<file path="src/design/vnfr_pkg.sv">
package vnfr_pkg;

    typedef logic [31:0]        fp32_t;
    typedef logic signed [9:0]  fexp_t;

    localparam fp32_t MAGIC_RSQRT = 32'h5f37_59df;
    localparam fp32_t ONE_HALF    = 32'h3F00_0000;
    localparam fp32_t THREE_HALF  = 32'h3FC0_0000;
    localparam fp32_t DEFAULT_NAN = 32'h7FC0_0000;
    localparam fp32_t QUIET_BIT   = 32'h0040_0000;
    localparam fp32_t SIGN_BIT    = 32'h8000_0000;

    // register stages per unit and along the whole datapath
    localparam int MUL_LAT  = 2;
    localparam int ADD_LAT  = 3;
    localparam int PIPE_LAT = 6 * MUL_LAT + 3 * ADD_LAT;

    // denormals to signed zero
    function automatic fp32_t flush_sub(input fp32_t a);
        fp32_t r;
        r = (a[30:23] == 8'd0) ? (a & SIGN_BIT) : a;
        return r;
    endfunction

    function automatic logic is_nan(input fp32_t a);
        return (a[30:23] == 8'hFF) && (a[22:0] != 23'd0);
    endfunction

    function automatic logic is_inf(input fp32_t a);
        return (a[30:23] == 8'hFF) && (a[22:0] == 23'd0);
    endfunction

    function automatic logic is_zero(input fp32_t a);
        return a[30:23] == 8'd0;
    endfunction

    // RNE, overflow to inf, tiny results to signed zero
    function automatic fp32_t round_pack(input logic sgn, input fexp_t e,
                                         input logic [23:0] m, input logic g,
                                         input logic st);
        logic        inc;
        logic [24:0] mr;
        fexp_t       ef;
        fp32_t       r;
        inc = g & (st | m[0]);
        mr  = {1'b0, m} + 25'(inc);
        ef  = mr[24] ? (e + 10'sd1) : e;
        if (ef >= 10'sd255)
            r = {sgn, 8'hFF, 23'd0};
        else if (ef <= 10'sd0)
            r = {sgn, 31'd0};
        else
            r = {sgn, ef[7:0], (mr[24] ? 23'd0 : mr[22:0])};
        return r;
    endfunction

endpackage

</file>
<file path="src/design/vnfr_fmul.sv">
module vnfr_fmul (
    input  logic                clk,
    input  logic                en,
    input  vnfr_pkg::fp32_t     a,
    input  vnfr_pkg::fp32_t     b,
    output vnfr_pkg::fp32_t     y
);
    import vnfr_pkg::*;

    fp32_t       fa, fb;
    logic        spec_next;
    fp32_t       spec_val_next;
    logic        sgn_next;
    fexp_t       exp_next;
    logic [47:0] prod_next;

    logic        spec_reg;
    fp32_t       spec_val_reg;
    logic        sgn_reg;
    fexp_t       exp_reg;
    logic [47:0] prod_reg;

    logic [23:0] m;
    logic        g, st;
    fexp_t       e;
    fp32_t       y_next;
    fp32_t       y_reg;

    // stage 1: specials and 24x24 mantissa product
    always_comb
    begin
        fa            = flush_sub(a);
        fb            = flush_sub(b);
        sgn_next      = fa[31] ^ fb[31];
        spec_next     = 1'b1;
        spec_val_next = {sgn_next, 31'd0};
        priority if (is_nan(fa))
            spec_val_next = fa | QUIET_BIT;
        else if (is_nan(fb))
            spec_val_next = fb | QUIET_BIT;
        else if ((is_inf(fa) && is_zero(fb)) || (is_zero(fa) && is_inf(fb)))
            spec_val_next = DEFAULT_NAN;
        else if (is_inf(fa) || is_inf(fb))
            spec_val_next = {sgn_next, 8'hFF, 23'd0};
        else if (is_zero(fa) || is_zero(fb))
            spec_val_next = {sgn_next, 31'd0};
        else
            spec_next = 1'b0;
        exp_next  = fexp_t'({2'b00, fa[30:23]}) + fexp_t'({2'b00, fb[30:23]}) - 10'sd127;
        prod_next = {1'b1, fa[22:0]} * {1'b1, fb[22:0]};
    end

    always_ff @(posedge clk)
    begin
        if (en)
        begin
            spec_reg     <= spec_next;
            spec_val_reg <= spec_val_next;
            sgn_reg      <= sgn_next;
            exp_reg      <= exp_next;
            prod_reg     <= prod_next;
        end
    end

    // stage 2: normalise and round
    always_comb
    begin
        if (prod_reg[47])
        begin
            m  = prod_reg[47:24];
            g  = prod_reg[23];
            st = |prod_reg[22:0];
            e  = exp_reg + 10'sd1;
        end
        else
        begin
            m  = prod_reg[46:23];
            g  = prod_reg[22];
            st = |prod_reg[21:0];
            e  = exp_reg;
        end
        if (spec_reg)
            y_next = spec_val_reg;
        else if (e == 10'sd0)
            // below smallest normal: all-ones m rounds up to it, else signed zero
            y_next = (m == 24'hFF_FFFF) ? {sgn_reg, 8'h01, 23'd0} : {sgn_reg, 31'd0};
        else
            y_next = round_pack(sgn_reg, e, m, g, st);
    end

    always_ff @(posedge clk)
    begin
        if (en)
        begin
            y_reg <= y_next;
        end
    end

    assign y = y_reg;
endmodule

</file>
<file path="config.mk">
export PLATFORM = sky130hd
export DESIGN_NAME = vnfr_fmul
export DESIGN_NICKNAME = d
export VERILOG_FILES = /design/src/design/vnfr_pkg.sv /design/src/design/vnfr_fmul.sv
export SDC_FILE = /design/constraint.sdc
export NUM_CORES = 2
export LEC_CHECK = 0
export BUFFER_PORTS_ARGS = -buffer_cell sky130_fd_sc_hd__buf_2
export CAP_MARGIN = 20
export CORE_AREA = 2 2 241 243
export DETAILED_ROUTE_END_ITERATION = 12
export DIE_AREA = 0 0 243 245
export GPL_TIMING_DRIVEN = 0
export PLACE_DENSITY = 0.71
export SYNTH_ARGS = -nofsm -noshare
export SYNTH_HDL_FRONTEND = slang
export SYNTH_SLANG_ARGS = --single-unit
</file>
<file path="constraint.sdc">
create_clock -name clk -period 7.4 [get_ports clk]
set_input_delay 0.74 -clock clk [delete_from_list [all_inputs] [get_ports clk]]
set_output_delay 0.74 -clock clk [all_outputs]
set_load 0.05 [all_outputs]
</file>
After elaboration in Yosys (flattened, before gate mapping)
Index checks and enable logic that the tools add are counted.
{ "word_totals": {"register_bits": 124, "word_cells": 61, "inputBits": 66, "output_inout_bits": 32} }
{ "classes": {"order_cmp": 2, "multipliers": 1, "mux": 18, "bitwise_logic": 3, "n_reduce_logical": 22, "n_addsub": 5, "n_eq_ne": 3} }
{ "op_table": {"columns": ["cell", "n"], "rows": [
  ["$mux 31", 6],
  ["$mux 32", 4],
  ["$mul 24x24->48", 1],
  ["$mux 24", 2],
  ["$logic_not 23->1", 2],
  ["$reduce_bool 23->1", 2],
  ["$logic_not 8->1", 4],
  ["$add 24x1->25", 1],
  ["$eq 24x24->1 const B", 1],
  ["$mux 23", 1],
  ["$reduce_or 23->1", 1],
  ["$reduce_or 22->1", 1],
  ["$add 10x2->10 const B", 2],
  ["$mux 10", 2],
  ["$eq 8x8->1 const B", 2],
  ["$ge 10x9->1 const B", 1],
  ["$le 10x1->1 const B", 1],
  ["$logic_not 10->1", 1],
  ["$sub 9x7->10 const B", 1],
  ["$add 8x8->9", 1],
  ["$logic_and 1x1->1", 6],
  ["$reduce_or 4->1", 1],
  ["$logic_or 1x1->1", 3],
  ["$mux 1", 3],
  ["4 further kinds", 4]
]} }

Depth between registers and ports, before layout
{ "depth": {"ltp_word": 11, "depth_mapped": 30, "ltp_nobuf": 28} }

Least setup slack after synthesis
Ideal clock, no wire load.
{ "synth_path": {"path_kind": "input port to flip-flop", "start": "input port a[30]", "end": "register prod_reg[44], data pin", "setup_slack_ps": -574, "cell_stages": 28, "required_ps": 7140, "arrival_ps": 7714, "path_cell_list": "nor4_1 > nand2_1 > and2_1 > clkbuf_1 > inv_1 > buf_1 > nor2_1 > fa_1 > fa_1 > inv_1 > fa_1 > fa_1 > inv_1 > fa_1 > fa_1 > inv_1 > fa_1 > inv_1 > ha_1 > clkbuf_1 > a211oi_1 > o21ai_1 > a21oi_1 > a41oi_1 > a221oi_1 > o21ai_0 > a21oi_1 > xnor2_1"} }
{ "synth_via": {"elab_chain_cells": 3} }
{ "synth_rtl": {"columns": ["element", "line_no", "source"], "rows": [
  ["from (decl)", "vnfr_fmul.sv:4", "input vnfr_pkg::fp32_t a,"],
  ["$logic_not 8->1", "vnfr_pkg.sv:21", "r = (a[30:23] == 8'd0) ? (a & SIGN_BIT) : a;"],
  ["$mux 31", "vnfr_pkg.sv:21", null],
  ["$mul 24x24->48", "vnfr_fmul.sv:50", "prod_next = {1'b1, fa[22:0]} * {1'b1, fb[22:0]};"],
  ["named net prod_next[44]", "vnfr_fmul.sv:15", "logic [47:0] prod_next;"],
  ["to (signal assigned)", "vnfr_fmul.sv:61", "prod_reg <= prod_next;"],
  ["to (decl)", "vnfr_fmul.sv:21", "logic [47:0] prod_reg;"]
]} }
The timed path passes the listed nets, and every way through them passes these cells.
A chain may end at the register's enable or synchronous reset.

Final worst setup path
{ "layout_path": {"start": "input port a[23]", "end": "register prod_reg[46], data pin"} }
Same word-level chain as after synthesis.

==> results.yml <==
status:
  status: "complete, but fails checks"
  violations: "negative setup slack"
cts:
  root_buffer: "clkbuf_16"
  clock_latency_ns: 0.45
  cts_hold_buffers: 0
  clock_path_buffers: 2
  cts_tree: "yes"
  numCtsBuffers: 17
  clkTransAtPathRegs_ns: 0.07
  cts.sinks: 124
  cts_max_level: 4
logic_synthesis:
  yosysTopAreaCell: "fa_1"
  synth_top_flop_cell: "edfxtp_1"
  syn_nets: 3513
  synth_edf_count: 124
  syn_inst: 2772
  synth.area.top_cells: "fa_1 38%, edfxtp_1 15%, ha_1 9.5%"
  seq_area_frac_synth: 0.1471
  yosys.area.top_type_share: 0.3820
  ys_warn_count: 0
  ys_ff_latch: 124
  syn_avg_cell_area_sq_um: 9.131
  postSynth.asyncResetShare: 0
  netlist_area_sq_um: 25310
  synth_cell_types: 84
setup_path:
  crit_fanout: 8
  worstSetupStartpointType: "input port"
  critPathCaptureType: "flop"
  cp_slowest_stage_delay_ns: 0.55
  arrival_ns: 8.07
  crit_path_frequent_cell: "fa_1"
  crit_slowest_cell: "fa_1"
  path_class: "input port to flop"
  required_ns: 7.58
  reg2reg_slack_ns: 1.94
final_layout:
  final_cell_mix: "545 x inv_1, 474 x fa_1, 319 x nand2_1, 310 x nor2_1, 173 x ha_1"
  largest_reg_flops: 48
  drive_above_1_share: 0.1684
  layout_commonest_cell: "inv_1"
  fin_area_sq_um: 29880
  finalNonFillerCells: 3723
  area_growth_pct: 18.05
  fin_nets: 3686
  antenna_cells: 0
routing:
  viasPerCell: 5.650
  wl_per_cell_um: 23.32
  drt_pre_antenna_iters: 6
  dr.first_iter.drc_count: 2288
  vias: 21040
  totalWireLength_um: 86810
  drc: 0
  ant_nets: 0
sta:
  hold_viol_final: 0
  min_period_over_period: 1.067
  setup_violations: 21
  tightest_slew_ns: 1.295
  finalSetupTns_ns: -5.021
  slew_headroom: 0.1286
  fin_crit_ns: 7.896
  worst_slack_ns: -0.4964
  rsz0062_at_grt: "true"
  finClkSkew_ns: 0.01346
  max_freq_mhz: 126.6
  slew_viol_final: 0
run:
  maxCapViolCount: 0
place:
  hpwl_um: 67930
  place_inst: 3636
  detailedPlace.worstSlack_ns: -2.504
  gp_congestion: 1.011
  placedInstanceArea_sq_um: 26920
  numPortBuffers: 97
die:
  rows: 88
  die_area_sq_um: 59540
  ios: 98
  dieWidth_um: 243
  core-area_sq_um: 57030
  initial_utilization: 0.4438
  fp.dieH_um: 245
global_route:
  grt_pass1_vias: 21350
  grt_pass1_wl_um: 128300
  grt.overflow.total: 0
  grt_max_degree: 76
  grt_use_total: 0.2910
  grt_antenna_before_repair: 0
min_path:
  hp-class: "flop to flop"
## cell type report
cell class	instances	area, sq um
inverter	579	2251
clock buffer	17	425.4
timing repair buffer	171	1224
tap	765	957.2
sequential	124	3724
fill	5168	27150
clock inverter	15	170.2
multi-input combinational	1921	19620
buffer	131	1515
## per-layer routing
metal | vias up | part of all wire | track usage
li1 | 8937 | - | -
met1 | 10410 | 0.37 | 0.3738
met2 | 1373 | 0.43 | 0.4393
met3 | 319 | 0.13 | 0.09403
met4 | 0 | 0.063 | 0.1534
met5 | - | 0 | 0
## metrics by stage
stage                 util  hold slack (ns)
finish              0.5239           0.5484
CTS                 0.5159           0.5552
global placement    0.4713           0.5406
floorplan                -           0.4963
global route        0.5239           0.5739
detailed placement  0.4720           0.5380
## worst max-delay path: cells and delay by family
family / cells / cell delay (ns)
and+or+nand+nor: 6 / 1.03
adders and majority gates: 8 / 3.90
buffers and inverters: 12 / 1.36
AOI/OAI and AO/OA: 6 / 1.01
## cell usage after synthesis, types with 4 or more instances
library cell  count
inv_1           570
fa_1            483
nand2_1         346
nor2_1          313
ha_1            192
edfxtp_1        124
clkbuf_1        117
xnor2_1          60
o21ai_0          56
nand3_1          55
a21oi_1          50
xor2_1           34
and2_1           30
a22o_1           29
nor4_1           27
a21o_1           24
mux2i_1          22
nor3_1           20
nand4_1          16
buf_1            14
or2_2            11
and3_1           10
o21a_1           10
a211oi_1          9
clkinv_1          9
o211ai_1          9
o21bai_1          9
and4_1            8
nand2b_1          8
a31oi_1           7
buf_6             6
o2111ai_1         6
nor2b_1           5
a2111oi_0         4
mux2_2            4
nor4b_1           4
o31ai_1           4
## path summary, 6_finish.rpt
kind                                  startpoint            to  cells after the start
worst max-delay path                       a[23]  prod_reg[46]                     32
worst min-delay path            spec_val_reg[23]         y[23]                      2
worst max register to register      prod_reg[47]         y[13]                     16
worst min register to register  spec_val_reg[23]         y[23]                      2
## timing repair
item	in CTS	in global routing
resized for setup	398	70
setup endpoints to repair	33	30
buffers inserted	47	20
gates cloned	3	1
pin swaps	36	39
## cell families (layout without fill, tap and decap cells)
family / Yosys count / count (layout) / share of synthesized area
simple gates: 877 / 877 / 0.1523
buf+inv: 727 / 913 / 0.1124
flops: 124 / 124 / 0.1471
compound gates: 247 / 247 / 0.06703
fa+ha+maj: 675 / 675 / 0.4769
xor+xnor: 95 / 95 / 0.03317
mux: 27 / 27 / 0.01102
Power is not shown: default switching activity piles up to over one toggle a cycle in this logic, so the estimate is an artifact.
