$ cat config.mk
export PLATFORM = sky130hd
export DESIGN_NAME = vnfr_delay
export DESIGN_NICKNAME = d
export VERILOG_FILES = /design/src/design/vnfr_delay.sv
export SDC_FILE = /design/constraint.sdc
export NUM_CORES = 1
export LEC_CHECK = 0
export BUFFER_PORTS_ARGS = -buffer_cell sky130_fd_sc_hd__buf_2
export CAP_MARGIN = 25
export CORE_MARGIN = 4
export CORE_UTILIZATION = 50
export CTS_CLUSTER_SIZE = 24
export DETAILED_ROUTE_END_ITERATION = 10
export PLACE_DENSITY = 0.9
export SLEW_MARGIN = 20
export SYNTH_ARGS = -nofsm -noshare
export SYNTH_HDL_FRONTEND = slang
export SYNTH_SLANG_ARGS = --single-unit
$ cat constraint.sdc
create_clock -name clk -period 0.8 [get_ports clk]
set_input_delay 0.04 -clock clk [delete_from_list [all_inputs] [get_ports clk]]
set_output_delay 0.04 -clock clk [all_outputs]
set_load 0.05 [all_outputs]
$ cat src/design/vnfr_delay.sv
module vnfr_delay #(
    parameter int WIDTH = 32,
    parameter int DEPTH = 2
) (
    input  logic             clk,
    input  logic             en,
    input  logic [WIDTH-1:0] d,
    output logic [WIDTH-1:0] q
);
    logic [WIDTH-1:0] tap_reg [DEPTH];

    always_ff @(posedge clk)
    begin
        if (en)
        begin
            tap_reg[0] <= d;
            for (int i = 1; i < DEPTH; i++)
            begin
                tap_reg[i] <= tap_reg[i-1];
            end
        end
    end

    assign q = tap_reg[DEPTH-1];
endmodule

Yosys cells after proc, flatten, opt, wreduce, memory -nomap -nowiden. Memory sizes are Yosys's and may differ from the RTL's. Index checks and enable logic that the tools add are counted.

Muxes and demuxes: 2.

Operators by type and width (number): 1-bit two-way mux (2).

Memory bits (writable): 64. Word-level logic and storage cells: 3. Register bits: 0. Memories kept: 1. Output and inout port bits: 32.

Memories: tap_reg (words 2, bits a word 32, read ports 2, clocked after Yosys merged registers in 0, wr ports 2, RTL line 10) `logic [WIDTH-1:0] tap_reg [DEPTH];`.

Depth between registers and ports, before layout. Gate-level depths: netlist of the first run.

Depth in word-level cells: 2. Gate-level depth with buffers: 1. Gate-level depth less buffers: 0.

Worst setup path before layout of the first run. OpenSTA, ideal clock, no wires.

Path type: register -> register. Start: memory tap_reg[0][0]. End: memory tap_reg[1][0], in the netlist tap_reg[0][32] (data pin). Period minus slack after synthesis: 0.589 ns. Required time: 0.534 ns. Cell stages (with the launch flop): 1. Setup time: 0.266 ns. Arrival: 0.323 ns. Path slack: 0.211 ns. Cell sequence: edfxtp_1.

RTL lines (RTL line): start, declared (10).

==> impl_metrics.ini, run 1 <==
[status]
run_status = finished, violations left
violations = negative setup slack

[worst_setup_path]
cp_top_family = flip-flops
crit_slowest_cell = edfxtp_1
ff2ff_path_depth = 0
cp-end-kind = output pin
critical_path_class = register to output pin
path_cells = buf_6
required_ns = 0.76
slowest_delay_ns = 0.44
timing.rr.end = tap_reg[0][45]
r2r_setup_slack_ns = 0.12
path_buf_inv = 1
cp_max_fo = 1
reg2reg_from = tap_reg[0][13]
worstPathArrival_ns = 0.96
cp-start-kind = register

[clock_tree]
cts_htree_levels = 3
numCtsBuffers = 9
clkSinkCount = 64
clk_latency_ns = 0.33
cts_buffer_depth = 2
tritoncts = yes
cts-root-buf = clkbuf_8
clk_pin_slew_ns = 0.07

[placement]
place_ws_ns = 0.08114
io_buffers = 65
hpwl_microns = 2191
routabilityCongestion = 0.6648
placed_area_sq_um = 2370

[layout]
areaGrowthSynthToFinish_pct = 43.06
multi_input_gates = 0
final_common_cell = edfxtp_1
largest_register_ffs = 64
final_cell_area_sq_um = 3093
multi_input_area_sq_um = 0
fin_nets = 209
post-route-util = 0.7569
nFillCells = 222
layout_common_cells = 64 x edfxtp_1, 33 x buf_2, 32 x dlygate4sd3_1, 32 x buf_6, 9 x clkbuf_8
layout-drive-gt1-share = 0.4389
diodes = 0

[global_routing]
grt_usage = 0.1711
antenna_found_initial = 0
grt_first_pass_wirelength_microns = 6237
overflow = 0
grt_pass1_vias = 1143
grt_max_degree = 25

[timing]
period_share = 1.248
finalSetupViolations = 32
timing.final.ws_setup_ns = -0.1985
hold_viol = 0
fin_crit_ns = 0.9985
worstMarginPinSlew_ns = 0.1792
relSlewSlack = 0.8814
holdWs_ns = 0.2125
slew_viol_final = 0
timing.fmax_mhz = 1002
clock_skew_ns = 0.008535
rsz0062_at_grt = true

[detailed_routing]
detail_route.vias_per_cell = 4.478
ant_nets = 0
drt-total-wl_microns = 4215
num_vias = 1030
wire_per_inst_microns = 18.33
drt-initial-drc-count = 67
dr.pass1.iters = 4
drc = 0

[floorplanning]
initial_utilization = 0.5291
die_h_microns = 73.76
die_area_sq_um = 5441
die_x_microns = 73.76
rows = 23
core_sq_um = 4086
pin_count = 66

[power_and_ir_drop]
total_power_mw = 7.912
power.share.combinational = 0.117
p_per_area_nw_per_um2 = 2558
p_clk_frac = 0.368
p_leak_nw = 1.212
vdd_drop_max_mv = 2.518
switchingPower_mw = 1.820
seqPwrFrac = 0.515
power.share.switching = 0.2301
p_int_mw = 6.091

[worst_hold_path]
hp-class = input pin to register
hold_start = en
whs_path_depth = 2
hold_end = tap_reg[0][51]

[yosys]
syn_inst = 96
synth_cell_types = 2
synth_fp_nets = 130
syn_area_sq_um = 2162
avgSynthCellArea_sq_um = 22.52
yosysSeqAreaShare = 0.8889
ys_ff_latch = 64
yosysWarningCount = 0

[job]
max-cap-violations = 0
[Yosys cell counts]
cell       n  area share
edfxtp_1  64        0.89
buf_4     32        0.11
[power by group through the flow]
stage	Combinational (mW)	Clock (mW)	Sequential, mW
floorplan	0.536	0	4.09
global placement	0.655	0	4.09
detailed placement	0.669	0	4.11
CTS	0.919	2.89	4.07
global route	0.963	3.11	4.09
finish	0.929	2.91	4.08
[stage by stage]
step	TNS (ns)	std cells
floorplan	0	96
global placement	0	182
detailed placement	0	182
CTS	-4.459	230
global route	-5.097	230
finish	-3.940	230
[per-layer routing]
| metal | share of wire | vias to the layer above | track usage |
|---|---|---|---|
| met1 | 0.38 | 488 | 0.1963 |
| met2 | 0.53 | 50 | 0.2844 |
| met5 | 0 | - | 0 |
| met4 | 0.023 | 0 | 0.09457 |
| met3 | 0.067 | 9 | 0.05198 |
| li1 | - | 483 | - |
[logic make-up (layout without fill, tap and decap cells)]
kind of cell | count (synthesis) | count (layout) | share of synthesized area
DFF | 64 | 64 | 0.8889
buffers and inverters | 32 | 116 | 0.1111
[how the worst max path moves through the flow]
stage / startpoint / endpoint / cells after the start
after floorplan: tap_reg[0][0] / tap_reg[0][32] / 0
after detailed placement: en / tap_reg[0][42] / 2
final: tap_reg[0][32] / q[0] / 1
after CTS: tap_reg[0][32] / q[0] / 1
after global routing: tap_reg[0][32] / q[0] / 1
after global placement: en / tap_reg[0][46] / 2
[final cells by class]
class                 count  area (sq um)  area share
clock inverter            5         71.32     0.02306
tap                      50         62.56     0.02023
timing repair buffer    100         905.9      0.2929
sequential               64          1922      0.6214
clock buffer             11         131.4     0.04248
[what timing repair did]
item	in CTS	in global routing
resized for setup	64	0
setup endpoints to repair	32	32
buffers inserted	0	0
hold buffers	32	0
hold endpoints to repair	32	0
No activity file was read; power rests on OpenSTA's default activity.
==> run 2, diff against run 1 <==
- PLACE_DENSITY: 0.9 -> unset
- PLACE_DENSITY_LB_ADDON: unset -> 0.12
==> run 2 against run 1 <==
Against the previous run:
- the run still ends with negative setup slack left
- sequential power about the same
- non-clock buffer count unchanged
- design area up 1.0%
- die area unchanged
- first-iteration DRC count up 18%
- total power up 3.3%
- core utilization up 0.77 points
- cell count unchanged
==> impl_metrics.ini, run 2 (same netlist as run 1, synthesis figures left out) <==
[status]
run_status = finished, violations left
violations = negative setup slack

[clock_tree]
clkSinkCount = 64
cts_buffer_depth = 2
clk_pin_slew_ns = 0.07
numCtsBuffers = 9
cts-root-buf = clkbuf_8
clk_latency_ns = 0.32
cts_htree_levels = 3
tritoncts = yes

[detailed_routing]
drt-initial-drc-count = 79
dr.pass1.iters = 4
ant_nets = 0
wl_met3_microns = 278
drc = 0
m1WireLength_microns = 1255
top_layer = met4
detail_route.vias_per_cell = 4.487
met2_wirelength_microns = 1817
drt-total-wl_microns = 3449
wire_per_inst_microns = 15.00
num_vias = 1032

[layout]
areaGrowthSynthToFinish_pct = 44.50
final_common_cell = edfxtp_1
post-route-util = 0.7645
multi_input_area_sq_um = 0
multi_input_gates = 0
layout-drive-gt1-share = 0.4556
diodes = 0
fin_nets = 209
largest_register_ffs = 64
layout_common_cells = 64 x edfxtp_1, 33 x buf_2, 32 x dlygate4sd3_1, 32 x buf_6, 9 x clkbuf_8

[timing]
timing.fmax_mhz = 1044
clock_skew_ns = 0.003876
hold_viol = 0
rsz0062_at_grt = true
worstMarginPinSlew_ns = 0.1657
period_share = 1.197
slew_viol_final = 0
fin_crit_ns = 0.9575
finalSetupViolations = 32
relSlewSlack = 0.8903
timing.final.ws_setup_ns = -0.1575

[worst_setup_path]
cp-start-kind = register
required_ns = 0.76
worstPathArrival_ns = 0.92
cp_top_family = flip-flops
path_buf_inv = 1
reg2reg_from = tap_reg[0][22]
cp-end-kind = output pin
crit_start = tap_reg[0][58]
critical_path_class = register to output pin
cp_max_fo = 1
slowest_delay_ns = 0.41
crit_slowest_cell = edfxtp_1
path_cells = buf_6
timing.rr.end = tap_reg[0][54]
r2r_setup_slack_ns = 0.16
ff2ff_path_depth = 0

[worst_hold_path]
whs_path_depth = 2
hold_start = en
hp-class = input pin to register
hold_end = tap_reg[0][4]

[job]
max-cap-violations = 0

[placement]
hpwl_microns = 2085
place_ws_ns = 0.06062
io_buffers = 65
routabilityCongestion = 0.6603

[floorplanning]
die_h_microns = 73.76
pin_count = 66
die_area_sq_um = 5441
initial_utilization = 0.5291
core_sq_um = 4086
rows = 23
die_x_microns = 73.76

[global_routing]
grt_first_pass_wirelength_microns = 5195
grt_max_degree = 27
grt_pass1_vias = 1098
overflow = 0
grt_usage = 0.1406
antenna_found_initial = 0

[power_and_ir_drop]
p_leak_nw = 1.226
vdd_drop_max_mv = 1.938
p_per_area_nw_per_um2 = 2616
[run 2: cell types whose count changed in the layout (fill, tap and decap cells not counted)]
cell	delta
clkbuf_1	-2
bufinv_16	+1
clkinv_1	-1
clkinv_2	+1
clkinvlp_4	+1
[run 2: where the power goes]
part	switching, mW	total [mW]	internal (mW)
Sequential	0.0858	4.07	3.98
Clock	1.16	3.20	2.04
Combinational	0.528	0.911	0.383
[run 2: area by class of cell]
| class | count | area, sq um |
|---|---|---|
| flip-flops and latches | 64 | 1922 |
| fillers | 231 | 962.2 |
| repair buffers | 100 | 905.9 |
| clock buffers | 9 | 123.9 |
| clock inverters | 7 | 110.1 |
| well taps | 50 | 62.56 |
[run 2: per-layer routing]
layer,vias up,global-route usage
li1,484,-
met1,488,0.1390
met2,49,0.2392
met3,11,0.06977
met4,0,0.07445
met5,-,0
[run 2: worst max-delay path by stage]
stage	slack [ns]	endpoint	cells past startpoint
floorplan	0.21	tap_reg[0][32]	0
CTS	-0.15	q[6]	1
global route	-0.19	q[8]	1
detailed placement	0.06	tap_reg[0][40]	2
finish	-0.16	q[26]	1
global placement	0.08	tap_reg[0][40]	2
[run 2: repair_timing]
item                                    in CTS  in global routing
resized for setup                           64                  0
hold buffers                                32                  0
endpoints found under the setup margin      32                 32
endpoints found under the hold margin       32                  0
setup buffers                                0                  0
[run 2: per-stage QoR]
stage	setup TNS (ns)	power (mW)	cell area (sq um)	hold WS [ns]	instances
6_report	-3.696	8.174	3124	0.1952	230
5_1_grt	-5.214	8.472	3124	0.1863	230
4_1_cts	-4.151	8.240	3124	0.1901	230
3_5_place_dp	0	4.777	2370	0.2184	182
3_3_place_gp	0	4.753	2370	0.2161	182
2_1_floorplan	0	4.625	2162	0.1389	96
==> run 3, diff against run 2 <==
- CORE_MARGIN: 4 -> 2
- GPL_TIMING_DRIVEN: unset -> 0
==> run 3 against run 2 <==
Against the previous run:
- the flow still finishes with violations (negative setup slack)
- via count shrank 3.8%
- fmax is 0.51% lower
- largest power group unchanged
- non-clock buffer count shrank 3
==> impl_metrics.ini, run 3 (same netlist as run 1, synthesis figures left out) <==
[floorplanning]
die_h_microns = 69.76
pin_count = 66
core_sq_um = 4086
rows = 23
initial_utilization = 0.5291
die_area_sq_um = 4866
die_x_microns = 69.76

[timing]
fin_crit_ns = 0.9624
relSlewSlack = 0.4936
finalSetupViolations = 32
hold_viol = 0
slew_viol_final = 0
worstMarginPinSlew_ns = 0.7596
timing.final.ws_setup_ns = -0.1624
clock_skew_ns = 0.004711
period_share = 1.203
holdWs_ns = 0.3206
rsz0062_at_grt = true
timing.fmax_mhz = 1039

[status]
run_status = finished, violations left
violations = negative setup slack

[worst_setup_path]
cp_top_family = flip-flops
cp_max_fo = 1
path_buf_inv = 1
worstPathArrival_ns = 0.92
crit_slowest_cell = edfxtp_1
critical_path_class = register to output pin
cp-start-kind = register
r2r_setup_slack_ns = 0.16
cp-end-kind = output pin
required_ns = 0.76
path_cells = buf_8
slowest_delay_ns = 0.42

[layout]
seq_area_sq_um = 1922
areaGrowthSynthToFinish_pct = 44.85
final_cell_area_sq_um = 3132
fin_nets = 206
final_common_cell = edfxtp_1
finalNonFillerCells = 227
diodes = 0
layout_common_cells = 64 x edfxtp_1, 32 x dlygate4sd3_1, 32 x buf_2, 32 x buf_8, 9 x clkbuf_8
layout-drive-gt1-share = 0.4350
multi_input_area_sq_um = 0
nFillCells = 219
multi_input_gates = 0
largest_register_ffs = 64

[placement]
dp_cells = 211
place_ws_ns = -0.2452
io_buffers = 65
placed_area_sq_um = 2552
routabilityCongestion = 0.7331

[global_routing]
grt_first_pass_wirelength_microns = 5030
grt_usage = 0.1455
antenna_found_initial = 0
grt_pass1_vias = 1049
grt_max_degree = 65
overflow = 0

[power_and_ir_drop]
vdd_drop_max_mv = 2.486
p_per_area_nw_per_um2 = 2406
total_power_mw = 7.535
p_leak_nw = 1.220

[clock_tree]
clk_pin_slew_ns = 0.06
cts-root-buf = clkbuf_8
tritoncts = yes
numCtsBuffers = 9
clk_latency_ns = 0.33
cts_buffer_depth = 2
clkSinkCount = 64
cts_htree_levels = 3

[detailed_routing]
dr.pass1.iters = 4
num_vias = 993
drt-initial-drc-count = 109
drc = 0
drt-total-wl_microns = 3137
wire_per_inst_microns = 13.82
detail_route.vias_per_cell = 4.374
ant_nets = 0

[worst_hold_path]
hp-class = input pin to register

[job]
max-cap-violations = 0
[run 3: final cells by class]
type	instances	share of cell area
Clock buffer	11	0.04195
Clock inverter	5	0.01518
Sequential cell	64	0.6137
Tap cell	50	0.01998
Timing Repair Buffer	97	0.3092
[run 3: path summary, 6_finish.rpt]
kind,from,end,cells after the start
setup / recovery,tap_reg[0][46],q[14],1
hold / removal,en,tap_reg[0][13],1
hold reg to reg,tap_reg[0][25],tap_reg[0][57],0
setup reg to reg,tap_reg[0][8],tap_reg[0][40],0
[run 3: metrics by stage]
| step | util | setup TNS (ns) |
|---|---|---|
| final | 0.7664 | -4.344 |
| after global routing | 0.7664 | -5.456 |
| after CTS | 0.7664 | -4.915 |
| after detailed placement | 0.6246 | -15.49 |
| after global placement | 0.6240 | -38.66 |
| after floorplan | - | 0 |
[run 3: per-layer routing]
metal | routed length, microns | GRT usage | vias to the layer above
met1 | 1157 | 0.1563 | 462
met3 | 197 | 0.05523 | 10
met2 | 1695 | 0.2328 | 42
met4 | 86 | 0.1068 | 0
li1 | - | - | 479
met5 | 0 | 0 | -
[run 3: timing repair]
action | CTS | global route
setup buffers | 0 | 0
hold buffers | 32 | 0
gates resized for setup | 96 | 0
endpoints found under the setup margin | 32 | 32
hold endpoints to repair | 32 | 0
[run 3: where the power goes]
group / total [mW] / internal [mW] / switching, mW / leakage [nW]
Clock: 2.50 / 1.41 / 1.09 / 0.0922
Sequential: 4.09 / 3.99 / 0.105 / 0.626
Combinational: 0.947 / 0.432 / 0.514 / 0.502
Total: 7.53 / 5.83 / 1.71 / 1.22
