**src/design/vnfr_pkg.sv**
```systemverilog
package vnfr_pkg;

    typedef logic [31:0]        fp32_t;
    typedef logic signed [9:0]  fexp_t;

    localparam fp32_t MAGIC_RSQRT = 32'h5f37_59df;
    localparam fp32_t ONE_HALF    = 32'h3F00_0000;
    localparam fp32_t THREE_HALF  = 32'h3FC0_0000;
    localparam fp32_t DEFAULT_NAN = 32'h7FC0_0000;
    localparam fp32_t QUIET_BIT   = 32'h0040_0000;
    localparam fp32_t SIGN_BIT    = 32'h8000_0000;

    // register stages per unit and along the whole datapath
    localparam int MUL_LAT  = 2;
    localparam int ADD_LAT  = 3;
    localparam int PIPE_LAT = 6 * MUL_LAT + 3 * ADD_LAT;

    // denormals to signed zero
    function automatic fp32_t flush_sub(input fp32_t a);
        fp32_t r;
        r = (a[30:23] == 8'd0) ? (a & SIGN_BIT) : a;
        return r;
    endfunction

    function automatic logic is_nan(input fp32_t a);
        return (a[30:23] == 8'hFF) && (a[22:0] != 23'd0);
    endfunction

    function automatic logic is_inf(input fp32_t a);
        return (a[30:23] == 8'hFF) && (a[22:0] == 23'd0);
    endfunction

    function automatic logic is_zero(input fp32_t a);
        return a[30:23] == 8'd0;
    endfunction

    // RNE, overflow to inf, tiny results to signed zero
    function automatic fp32_t round_pack(input logic sgn, input fexp_t e,
                                         input logic [23:0] m, input logic g,
                                         input logic st);
        logic        inc;
        logic [24:0] mr;
        fexp_t       ef;
        fp32_t       r;
        inc = g & (st | m[0]);
        mr  = {1'b0, m} + 25'(inc);
        ef  = mr[24] ? (e + 10'sd1) : e;
        if (ef >= 10'sd255)
            r = {sgn, 8'hFF, 23'd0};
        else if (ef <= 10'sd0)
            r = {sgn, 31'd0};
        else
            r = {sgn, ef[7:0], (mr[24] ? 23'd0 : mr[22:0])};
        return r;
    endfunction

endpackage

```
**src/design/vnfr_fadd.sv**
```systemverilog
module vnfr_fadd (
    input  logic                clk,
    input  logic                en,
    input  logic                sub,
    input  vnfr_pkg::fp32_t     a,
    input  vnfr_pkg::fp32_t     b,
    output vnfr_pkg::fp32_t     y
);
    import vnfr_pkg::*;

    fp32_t       fa, fb, fbn, big, sml;
    logic [7:0]  d;
    logic [26:0] m_sml, sh, lost_mask;
    logic        spec1_next, eff_sub1_next;
    fp32_t       spec_val1_next;
    logic [26:0] big1_next, al1_next;

    logic        spec1_reg, eff_sub1_reg, sgn1_reg;
    fp32_t       spec_val1_reg;
    fexp_t       exp1_reg;
    logic [26:0] big1_reg, al1_reg;

    logic [27:0] sum_next;
    logic [4:0]  lz_next;

    logic        spec2_reg, sgn2_reg;
    fp32_t       spec_val2_reg;
    fexp_t       exp2_reg;
    logic [27:0] sum2_reg;
    logic [4:0]  lz2_reg;

    logic [26:0] norm;
    logic [23:0] m;
    logic        g, st;
    fexp_t       e;
    fp32_t       y_next, y_reg;

    // stage 1: specials, order operands by magnitude, align the smaller
    always_comb
    begin
        fa             = flush_sub(a);
        fb             = flush_sub(b);
        fbn            = {fb[31] ^ sub, fb[30:0]};
        spec1_next     = 1'b1;
        spec_val1_next = fa;
        priority if (is_nan(fa))
            spec_val1_next = fa | QUIET_BIT;
        else if (is_nan(fb))
            spec_val1_next = fb | QUIET_BIT;
        else if (is_inf(fa) && is_inf(fbn) && (fa[31] != fbn[31]))
            spec_val1_next = DEFAULT_NAN;
        else if (is_inf(fa))
            spec_val1_next = fa;
        else if (is_inf(fbn))
            spec_val1_next = fbn;
        else if (is_zero(fa) && is_zero(fbn))
            spec_val1_next = {fa[31] & fbn[31], 31'd0};
        else if (is_zero(fa))
            spec_val1_next = fbn;
        else if (is_zero(fbn))
            spec_val1_next = fa;
        else
            spec1_next = 1'b0;

        if (fbn[30:0] > fa[30:0])
        begin
            big = fbn;
            sml = fa;
        end
        else
        begin
            big = fa;
            sml = fbn;
        end
        d             = big[30:23] - sml[30:23];
        m_sml         = {1'b1, sml[22:0], 3'b000};
        big1_next     = {1'b1, big[22:0], 3'b000};
        eff_sub1_next = big[31] ^ sml[31];
        sh            = '0;
        lost_mask     = '0;
        if (d >= 8'd27)
        begin
            al1_next = 27'd1;
        end
        else
        begin
            sh        = m_sml >> d;
            lost_mask = (27'd1 << d) - 27'd1;
            al1_next  = {sh[26:1], sh[0] | (|(m_sml & lost_mask))};
        end
    end

    always_ff @(posedge clk)
    begin
        if (en)
        begin
            spec1_reg     <= spec1_next;
            spec_val1_reg <= spec_val1_next;
            eff_sub1_reg  <= eff_sub1_next;
            sgn1_reg      <= big[31];
            exp1_reg      <= fexp_t'({2'b00, big[30:23]});
            big1_reg      <= big1_next;
            al1_reg       <= al1_next;
        end
    end

    // stage 2: add or subtract, count leading zeros
    always_comb
    begin
        sum_next = eff_sub1_reg ? ({1'b0, big1_reg} - {1'b0, al1_reg})
                                : ({1'b0, big1_reg} + {1'b0, al1_reg});
        lz_next  = 5'd0;
        for (int i = 0; i < 27; i++)
        begin
            if (sum_next[i])
                lz_next = 5'(26 - i);
        end
    end

    always_ff @(posedge clk)
    begin
        if (en)
        begin
            spec2_reg     <= spec1_reg;
            spec_val2_reg <= spec_val1_reg;
            sgn2_reg      <= sgn1_reg;
            exp2_reg      <= exp1_reg;
            sum2_reg      <= sum_next;
            lz2_reg       <= lz_next;
        end
    end

    // stage 3: normalise and round
    always_comb
    begin
        norm = sum2_reg[26:0] << lz2_reg;
        if (sum2_reg[27])
        begin
            m  = sum2_reg[27:4];
            g  = sum2_reg[3];
            st = |sum2_reg[2:0];
            e  = exp2_reg + 10'sd1;
        end
        else
        begin
            m  = norm[26:3];
            g  = norm[2];
            st = |norm[1:0];
            e  = exp2_reg - fexp_t'({5'd0, lz2_reg});
        end
        if (spec2_reg)
            y_next = spec_val2_reg;
        else if (sum2_reg == 28'd0)
            y_next = 32'd0;
        else
            y_next = round_pack(sgn2_reg, e, m, g, st);
    end

    always_ff @(posedge clk)
    begin
        if (en)
        begin
            y_reg <= y_next;
        end
    end

    assign y = y_reg;
endmodule

```
**config.mk**
```make
export PLATFORM = sky130hd
export DESIGN_NAME = vnfr_fadd
export DESIGN_NICKNAME = d
export VERILOG_FILES = /design/src/design/vnfr_pkg.sv /design/src/design/vnfr_fadd.sv
export SDC_FILE = /design/constraint.sdc
export NUM_CORES = 1
export LEC_CHECK = 0
export BUFFER_PORTS_ARGS = -buffer_cell sky130_fd_sc_hd__buf_2
export CAP_MARGIN = 30
export CORE_MARGIN = 2
export CORE_UTILIZATION = 35
export CTS_BUF_LIST = sky130_fd_sc_hd__clkbuf_16
export DETAILED_ROUTE_END_ITERATION = 16
export PLACE_DENSITY_LB_ADDON = 0.12
export SLEW_MARGIN = 20
export SYNTH_ARGS = -nofsm -noshare
export SYNTH_HDL_FRONTEND = slang
export SYNTH_SLANG_ARGS = --single-unit
export TNS_END_PERCENT = 20
```
**constraint.sdc**
```tcl
create_clock -name clk -period 12.25 [get_ports clk]
set_clock_uncertainty 0.05 [all_clocks]
set_input_delay 0.6125 -clock clk [delete_from_list [all_inputs] [get_ports clk]]
set_output_delay 0.6125 -clock clk [all_outputs]
set_load 0.05 [all_outputs]
```
**Word-level counts from Yosys, hierarchy flattened**

Index checks and enable logic that the tools add are counted.

- Reductions and logical operators: 25
- Multiplexer cells: 49
- Bitwise operators: 7
- Equal/unequal tests: 3
- Magnitude comparators: 4
- Add/sub/neg operators: 8
- Shift-type cells: 3

Operator list:

| cell | number |
|---|---|
| two-way mux 32 bit | 11 |
| two-way mux 31 bit | 4 |
| two-way mux 5 bit | 11 |
| logical NOT 23 bit | 2 |
| nonzero test 23 bit | 2 |
| logical NOT 8 bit | 4 |
| two-way mux 4 bit | 8 |
| > comparator 31 bit | 1 |
| adder 27 x 27 -> 28 bit | 1 |
| logical NOT 28 bit | 1 |
| two-way mux 28 bit | 1 |
| subtractor 27 x 27 -> 28 bit | 1 |
| bitwise AND 27 bit | 1 |
| OR reduction 27 bit | 1 |
| left shift 1 x 8 -> 27 bit, first input constant | 1 |
| left shift 27 x 5 -> 27 bit | 1 |
| right shift 27 x 8 -> 27 bit | 1 |
| subtractor 27 x 1 -> 27 bit, second input constant | 1 |
| adder 24 x 1 -> 25 bit | 1 |
| two-way mux 24 bit | 1 |
| two-way mux 23 bit | 1 |
| two-way mux 10 bit | 2 |
| equality test 8 bit, second input constant | 2 |
| OR reduction 16 bit | 1 |
| 20 further kinds | 38 |

- Output and inout bits: 32
- Bits of input ports: 67
- Register bits after elaboration: 200

**Logic depth before layout (Yosys ltp)**

Gate-level depths: netlist of the first run.

- Depth after elaboration: 28
- Gate-level depth with buffers: 30

**Worst setup path before layout of the first run**

No wires, ideal clock.

- Path type: input port to flip-flop
- Start: input a[28]
- End: register al1_reg[0] (data pin)
- Buffers on the path: 4
- Arrival time: 6.280 ns
- Library setup time: 0.272 ns
- Path slack: 5.648 ns
- Cell stages on the path: 24
- Cells stage by stage: or4_1 clkbuf_1 or2_2 clkbuf_1 nand2_1 ha_1 a21o_1 maj3_1 a221o_1 a2111oi_2 buf_4 nor2_2 clkbuf_1 o22a_1 ha_1 inv_1 a31oi_1 a2111o_1 o31a_1 a22oi_4 nand2_2 or4_1 o211ai_1 o2111ai_1

- Longest elaborated chain between the ends: 10
- Elaborated cells on any way between the ends: 13
- Those cells by class: add/sub: 2; order compare: 2; shift: 2; mux: 3; bitwise: 2; reduce/logical: 2

RTL lines:

| what | line | source |
|---|---|---|
| start: declaration | vnfr_fadd.sv:5 | `input vnfr_pkg::fp32_t a,` |
| logical NOT 8 bit | vnfr_pkg.sv:21 | `r = (a[30:23] == 8'd0) ? (a & SIGN_BIT) : a;` |
| two-way mux 31 bit * | vnfr_pkg.sv:21 |  |
| > comparator 31 bit | vnfr_fadd.sv:65 | `if (fbn[30:0] > fa[30:0])` |
| two-way mux 32 bit | vnfr_fadd.sv:65 |  |
| subtractor 8 bit | vnfr_fadd.sv:75 | `d = big[30:23] - sml[30:23];` |
| left shift 1 x 8 -> 27 bit | vnfr_fadd.sv:88 | `lost_mask = (27'd1 << d) - 27'd1;` |
| subtractor 27 x 1 -> 27 bit | vnfr_fadd.sv:88 |  |
| bitwise AND 27 bit | vnfr_fadd.sv:89 | `al1_next = {sh[26:1], sh[0] \| (\|(m_sml & lost_mask))};` |
| OR reduction 27 bit | vnfr_fadd.sv:89 |  |
| bitwise OR 1 bit | vnfr_fadd.sv:89 |  |
| end signal: assignment | vnfr_fadd.sv:103 | `al1_reg <= al1_next;` |
| end: declaration | vnfr_fadd.sv:21 | `logic [26:0] big1_reg, al1_reg;` |

Every way passes the cells marked *; elsewhere a longest branch is shown, timed or not.
A chain may end at the register's enable or synchronous reset.

**Worst setup path after layout of the first run**

- Start: input a[26]
- End: register al1_reg[0] (data pin)

The elaborated chain is that of the path after synthesis.

==> impl_metrics.py, run 1 <==
metrics = {
    "layout": {
        "layout.nets": 1948,
        "multi_input_area_mm2": 0.009370,
        "area_growth_pct": 11.01,
        "drive_above_1_share": 0.1337,
        "fill_cells": 4595,
        "diodes": 0,
        "register_area_mm2": 0.006006,
    },
    "logic_synthesis": {
        "synth_nets": 1908,
        "synth_cell_types": 84,
        "ys_seq_area_frac": 0.3725,
        "syn-instance-count": 1757,
        "synth_edf_count": 200,
        "ys_warn_count": 0,
        "ys_seq_elements": 200,
        "ys.flop_type": "edfxtp_1",
        "async_reset_ff_frac": 0,
        "synthesis.area_mm2": 0.01612,
        "avgSynthCellArea_um2": 9.177,
    },
    "clocking": {
        "ctsHoldBuffers": 0,
        "cts_max_path_buffers": 2,
        "cts.clk_slew.worst_paths_ns": 0.09,
        "root_buffer": "clkbuf_16",
        "worstSkewPairLatency_ns": 0.46,
        "h-tree-depth": 4,
        "ctsResizeCount": 0,
        "post-cts-setup-buffers": 0,
        "cts_buffers": 17,
        "cts_tree": "built",
        "cts_num_sinks": 200,
    },
    "setup_path": {
        "crit_start": "a[26]",
        "worstPathMaxFanout": 72,
        "path_class": "primary input to flop",
        "required_ns": 12.40,
        "crit_arrival_ns": 7.56,
        "reg2reg_from": "lz2_reg[2]$_SDFFCE_PP0P_",
        "cp-start-kind": "primary input",
        "rr_worst_depth": 16,
        "end_kind": "flop",
    },
    "global_route": {
        "grt_pass1_wl_mm": 82.71,
        "grt_antenna_before_repair": 1,
        "grt_pass1_vias": 13420,
        "grt.overflow.total": 0,
        "grt_max_degree": 126,
        "track_usage": 0.2283,
    },
    "placed_design": {
        "port_buffers": 98,
        "place_congestion": 0.9539,
        "place_hpwl_mm": 42.61,
        "place_ws_ns": 4.458,
    },
    "route": {
        "wl_met3_mm": 2.696,
        "wl_met2_mm": 24.90,
        "first_iter_violations": 1241,
        "first_pass_iters": 5,
        "wirelength_mm": 54.81,
        "via_per_inst": 5.876,
        "ant_nets": 0,
        "wl_per_cell_um": 22.74,
        "drc": 0,
        "dr.max_layer_used": "met4",
        "num_vias": 14160,
        "m1WireLength_mm": 25.42,
    },
    "pwr": {
        "p_sw_frac": 0.4155,
        "p_int_uw": 1611,
        "cellLeakagePower_uw": 0.006858,
        "netSwitchingPower_uw": 1145,
        "power_frac_seq": 0.340,
        "clkPwrFrac": 0.223,
        "vdd_drop_max_v": 0.00009313,
        "p_comb_frac": 0.437,
        "p_per_area_mw_per_mm2": 154.0,
    },
    "floorplan": {
        "chipHeight_um": 218.6,
        "core_mm2": 0.04538,
        "rows": 78,
        "initial_core_util": 0.3553,
        "die_x_um": 218.6,
        "ios": 99,
        "die_area_mm2": 0.04780,
    },
    "outcome": {
        "status": "complete, no violations",
    },
    "sta": {
        "fin_setup_tns_ns": 0,
        "fmax_ghz": 0.1349,
        "hold_viol_final": 0,
        "finalMaxSlewViolations": 0,
        "timing.final.crit_share": 0.6053,
        "rsz0062_at_grt": "false",
        "slew_headroom": 0.3753,
        "worstMarginPinSlew_ns": 0.9361,
        "setup-violations-final": 0,
        "worst_slack_ns": 4.836,
        "hold_ws_ns": 0.3700,
        "period_needed_ns": 7.414,
    },
    "min_path": {
        "hp-class": "flop to flop",
        "min_path_cells": 0,
        "worstHoldStart": "exp1_reg[6]$_DFFE_PP_",
    },
    "job": {
        "cap_violations": 0,
    },
}
-- synthesized netlist by cell type, types with 10 or more instances --
library cell  number  share of area
nand2_1          211          0.049
edfxtp_1         200           0.37
nor2_1           147          0.034
o21ai_0          123          0.038
a21oi_1          107          0.033
inv_1            101          0.024
ha_1              82          0.064
clkbuf_1          78          0.018
nor3_1            52          0.016
xnor2_1           47          0.026
mux4_2            41          0.057
mux2i_1           39          0.024
nand3_1           39          0.012
a22o_1            31          0.017
o22ai_1           30          0.012
nor4_1            27          0.010
a21o_1            25          0.012
xor2_1            25          0.014
a211oi_1          20         0.0093
a31oi_1           19         0.0074
nand4_1           19         0.0074
o211ai_1          18         0.0084
nand2b_1          17         0.0066
nor2b_1           14         0.0054
o31ai_1           14         0.0065
mux2_2            13         0.0091
or3_1             13         0.0050
o21bai_1          12         0.0056
a22oi_1           11         0.0051
or2_2             10         0.0039
-- final cells by class --
type / instances / area share
clock buffers: 17 / 0.02377
multi-input cells: 1354 / 0.5235
inverters: 103 / 0.02160
flip-flops and latches: 200 / 0.3355
clock inverters: 15 / 0.01293
well taps: 600 / 0.04194
repair buffers: 121 / 0.04075
-- power by group through the flow --
stage	clock network [uW]	logic, uW	registers [uW]
floorplan	0	819	967
global placement	0	1190	950
detailed placement	0	1190	952
CTS	634	1190	937
global route	658	1310	947
finish	615	1200	937
-- critical path: stages --
cell       delay (ns)
buf_2            0.13
or4_1            0.69
or2_2            0.53
nand2_1          0.21
ha_1             0.17
nand2_1          0.07
nor2_1           0.11
and3_1           0.17
nand4_1          0.16
nor4b_2          0.53
a2111oi_4        0.14
buf_4            0.25
nor2_4           0.13
buf_4            0.56
nand2_1          0.12
o22a_1           0.22
ha_1             0.18
inv_1            0.06
a31oi_1          0.09
a2111oi_0        0.53
a31oi_1          0.26
a22oi_4          0.51
nand2_2          0.29
or4_1            0.58
o211ai_1         0.11
o2111ai_1        0.12
-- path summary, 6_finish.rpt --
check,endpoint,slack (ns)
hold / removal,exp2_reg[6]$_DFFE_PP_,0.37
setup reg to reg,y[17]$_DFFE_PP_,5.77
hold reg to reg,exp2_reg[6]$_DFFE_PP_,0.37
setup / recovery,al1_reg[0]$_SDFFCE_PP1P_,4.84
-- per-stage QoR --
stage | total power [uW] | util | cells | cell area (um2)
6_report | 2757 | 0.3944 | 2410 | 17900
5_1_grt | 2918 | 0.3944 | 2410 | 17900
4_1_cts | 2765 | 0.3932 | 2408 | 17840
3_5_place_dp | 2141 | 0.3787 | 2376 | 17190
3_3_place_gp | 2141 | 0.3779 | 2373 | 17150
2_1_floorplan | 1785 | - | 1757 | 16120
-- kinds of logic after synthesis --
group	Yosys count	synth area share
mux	93	0.09056
buf+inv	203	0.04889
simple gates	602	0.1776
fa+ha+maj	91	0.07061
xor+xnor	72	0.03911
compound gates	496	0.2007
flops	200	0.3725
-- layout by cell type, fill, tap and decap left out, drive strengths merged, types with 6 or more instances in the layout --
cell	netlist	layout
xnor2	47	47
xor2	25	25
inv	102	112
mux2	13	13
mux4	41	41
nor2b	14	14
and2	9	9
nor2	148	148
a21o	25	25
o31ai	14	14
nand2b	17	17
and4	8	8
a22o	31	31
and3	7	7
a211oi	20	20
or2	10	10
o21ai	132	132
nor3	52	52
nand4	19	19
o21a	6	6
clkinv	1	6
a21boi	10	10
mux2i	39	39
edfxtp	200	200
a22oi	12	12
ha	82	82
o211ai	18	18
o22ai	30	30
a31oi	19	19
o21bai	12	12
nand3	40	40
clkbuf	78	18
nand2	213	213
buf	22	120
or3	13	13
or4	9	9
nor4	29	29
maj3	7	7
a21oi	107	107
-- layer usage --
layer,vias to the layer above,GRT usage
met2,479,0.3577
met3,70,0.02450
li1,6666,-
met1,6947,0.3251
met5,-,0
met4,0,0.08209
Note: power is estimated with default switching activity, not from simulation.
==> run 2: changes to the inputs <==
Settings changed: ABC_AREA set to 1.
Clock period 12.25 ns to 6.8 ns, I/O delays scaled along.
==> run 2 against run 1 <==
Effect of this change: highest routed layer unchanged; sequential share of layout area shrank 0.17 points; die area grew 0.61%; area after synthesis grew 0.62%.
==> impl_metrics.py, run 2 <==
metrics = {
    "setup_path": {
        "critPathBufInv": 7,
        "path_class": "primary input to flop",
        "end_kind": "flop",
        "cpPeakStageDelay_ns": 0.56,
        "ff2ff_setup_slack_ns": 1.51,
        "critPathSlowestCell": "nor2_1",
        "crit_arrival_ns": 6.11,
        "path_delay_family": "simple AND/OR/NAND/NOR gates",
        "cp-start-kind": "primary input",
        "required_ns": 6.96,
        "crit_top_cell": "nand2_1",
        "worstPathMaxFanout": 23,
    },
    "global_route": {
        "grt_pass1_wl_mm": 84.60,
        "grt_antenna_before_repair": 4,
        "grt_pass1_vias": 14450,
        "track_usage": 0.2321,
        "grt.overflow.total": 0,
        "grt_max_degree": 101,
    },
    "logic_synthesis": {
        "yosysMostFrequentCell": "nand2_1",
        "async_reset_ff_frac": 0,
        "ys_seq_elements": 200,
        "yosysTopAreaCellShare": 0.3702,
        "synth_common_cells": "nand2_1, inv_1, edfxtp_1, o21ai_0, nor2_1",
        "ys_warn_count": 0,
        "synth_nets": 2370,
        "syn-instance-count": 2219,
        "synthesis.area_mm2": 0.01622,
        "synth.area.top_cells": "edfxtp_1, nand2_1, inv_1",
        "ys.flop_type": "edfxtp_1",
        "synth_cell_types": 65,
        "avgSynthCellArea_um2": 7.312,
        "synth_top_area_cell": "edfxtp_1",
        "ys_seq_area_frac": 0.3702,
        "synth_edf_count": 200,
    },
    "layout": {
        "area_growth_pct": 10.89,
        "register_area_mm2": 0.006006,
        "diodes": 0,
        "layout.nets": 2427,
        "stdcell_count": 2889,
        "layout_common_cells": "nand2_1, inv_1, edfxtp_1, o21ai_0, nor2_1",
        "final_common_cell": "nand2_1",
        "drive_above_1_share": 0.09174,
        "multi_input_area_mm2": 0.008681,
        "fill_cells": 4756,
        "final_core_util": 0.3947,
    },
    "clocking": {
        "cts_max_path_buffers": 2,
        "post-cts-setup-buffers": 0,
        "cts_num_sinks": 200,
        "worstSkewPairLatency_ns": 0.47,
        "cts.clk_slew.worst_paths_ns": 0.09,
        "cts_tree": "built",
        "ctsHoldBuffers": 0,
        "root_buffer": "clkbuf_16",
        "h-tree-depth": 4,
        "ctsResizeCount": 0,
        "cts_buffers": 17,
    },
    "sta": {
        "period_needed_ns": 5.943,
        "timing.final.crit_share": 0.8740,
        "finalMaxSlewViolations": 0,
        "fin_setup_tns_ns": 0,
        "rsz0062_at_grt": "false",
        "fmax_ghz": 0.1683,
        "hold_viol_final": 0,
        "slew_headroom": 0.3627,
        "worstMarginPinSlew_ns": 0.9460,
        "setup-violations-final": 0,
    },
    "min_path": {
        "hp-class": "primary input to flop",
    },
    "floorplan": {
        "rows": 78,
        "chipHeight_um": 219.3,
        "ios": 99,
        "die_area_mm2": 0.04809,
        "core_mm2": 0.04558,
        "initial_core_util": 0.3560,
        "die_x_um": 219.3,
    },
    "placed_design": {
        "place_congestion": 0.9761,
        "port_buffers": 98,
        "placed_cells": 2857,
        "place_hpwl_mm": 44.61,
    },
    "route": {
        "wirelength_mm": 55.32,
        "num_vias": 15170,
        "drc": 0,
        "ant_nets": 0,
        "first_iter_violations": 1296,
        "via_per_inst": 5.250,
        "first_pass_iters": 8,
        "wl_per_cell_um": 19.15,
    },
    "pwr": {
        "cellLeakagePower_uw": 0.008243,
        "p_per_area_mw_per_mm2": 269.9,
        "vdd_drop_max_v": 0.0001999,
    },
    "job": {
        "cap_violations": 0,
    },
    "outcome": {
        "status": "complete, no violations",
    },
}
-- run 2: cell count changes after synthesis, sizes merged, moves of 30 or more --
cell	change
inv	+197
mux4	-41
nand2	+406
nand3	+76
nor2	+30
o21ai	+98
xnor2	-38
-- run 2: power by group --
| part | total, uW | switching (uW) | internal, uW |
|---|---|---|---|
| Sequential | 1650 | 91.9 | 1560 |
| Clock | 1100 | 571 | 527 |
| Combinational | 2110 | 1490 | 622 |
| Total | 4860 | 2150 | 2710 |
-- run 2: cell type report --
| type | count | area share |
|---|---|---|
| Multi-Input combinational cell | 1622 | 0.4825 |
| Sequential cell | 200 | 0.3338 |
| Inverter | 305 | 0.06363 |
| Timing Repair Buffer | 130 | 0.04201 |
| Tap cell | 600 | 0.04173 |
| Clock buffer | 17 | 0.02365 |
| Clock inverter | 15 | 0.01266 |
-- run 2: worst min-delay path: cells and delay by family --
kind / cells / cell delay (ns)
buf+inv: 2 / 0.18
xor+xnor: 1 / 0.08
-- run 2: kinds of logic (layout without fill, tap and decap cells) --
kind of cell / Yosys count / after routing / share of synthesized area
adders and majority gates: 84 / 84 / 0.06571
muxes: 12 / 12 / 0.007404
AOI/OAI and AO/OA: 439 / 439 / 0.1580
and+or+nand+nor: 1033 / 1033 / 0.2734
DFF: 200 / 200 / 0.3702
buffers and inverters: 397 / 467 / 0.09570
xor gates and xnor gates: 54 / 54 / 0.02961
-- run 2: worst paths after layout --
path | to | startpoint | cells past startpoint
max reg2reg | y[29]$_DFFE_PP_ | lz2_reg[2]$_SDFFCE_PP0P_ | 25
max | al1_reg[0]$_SDFFCE_PP1P_ | a[23] | 37
min | eff_sub1_reg$_DFFE_PP_ | a[31] | 3
min reg2reg | exp2_reg[4]$_DFFE_PP_ | exp1_reg[4]$_DFFE_PP_ | 0
-- run 2: metal layers --
metal,track usage,share of wire,vias to the layer above
met4,0.09077,0.033,0
met3,0.02231,0.043,84
met1,0.3257,0.47,7060
met2,0.3675,0.45,440
li1,-,-,7582
met5,0,0,-
-- run 2: per-stage QoR --
stage / instance area (um2) / worst slack [ns] / hold slack [ns] / total power, uW
after floorplan: 16220 / 2.125 / 0.3503 / 3106
after global placement: 17330 / 0.5445 / 0.3522 / 3779
after detailed placement: 17340 / 0.4871 / 0.3556 / 3762
after CTS: 17990 / 0.9969 / 0.1768 / 4866
after global routing: 17990 / 0.2521 / 0.1813 / 5195
final: 17990 / 0.8571 / 0.1894 / 4855
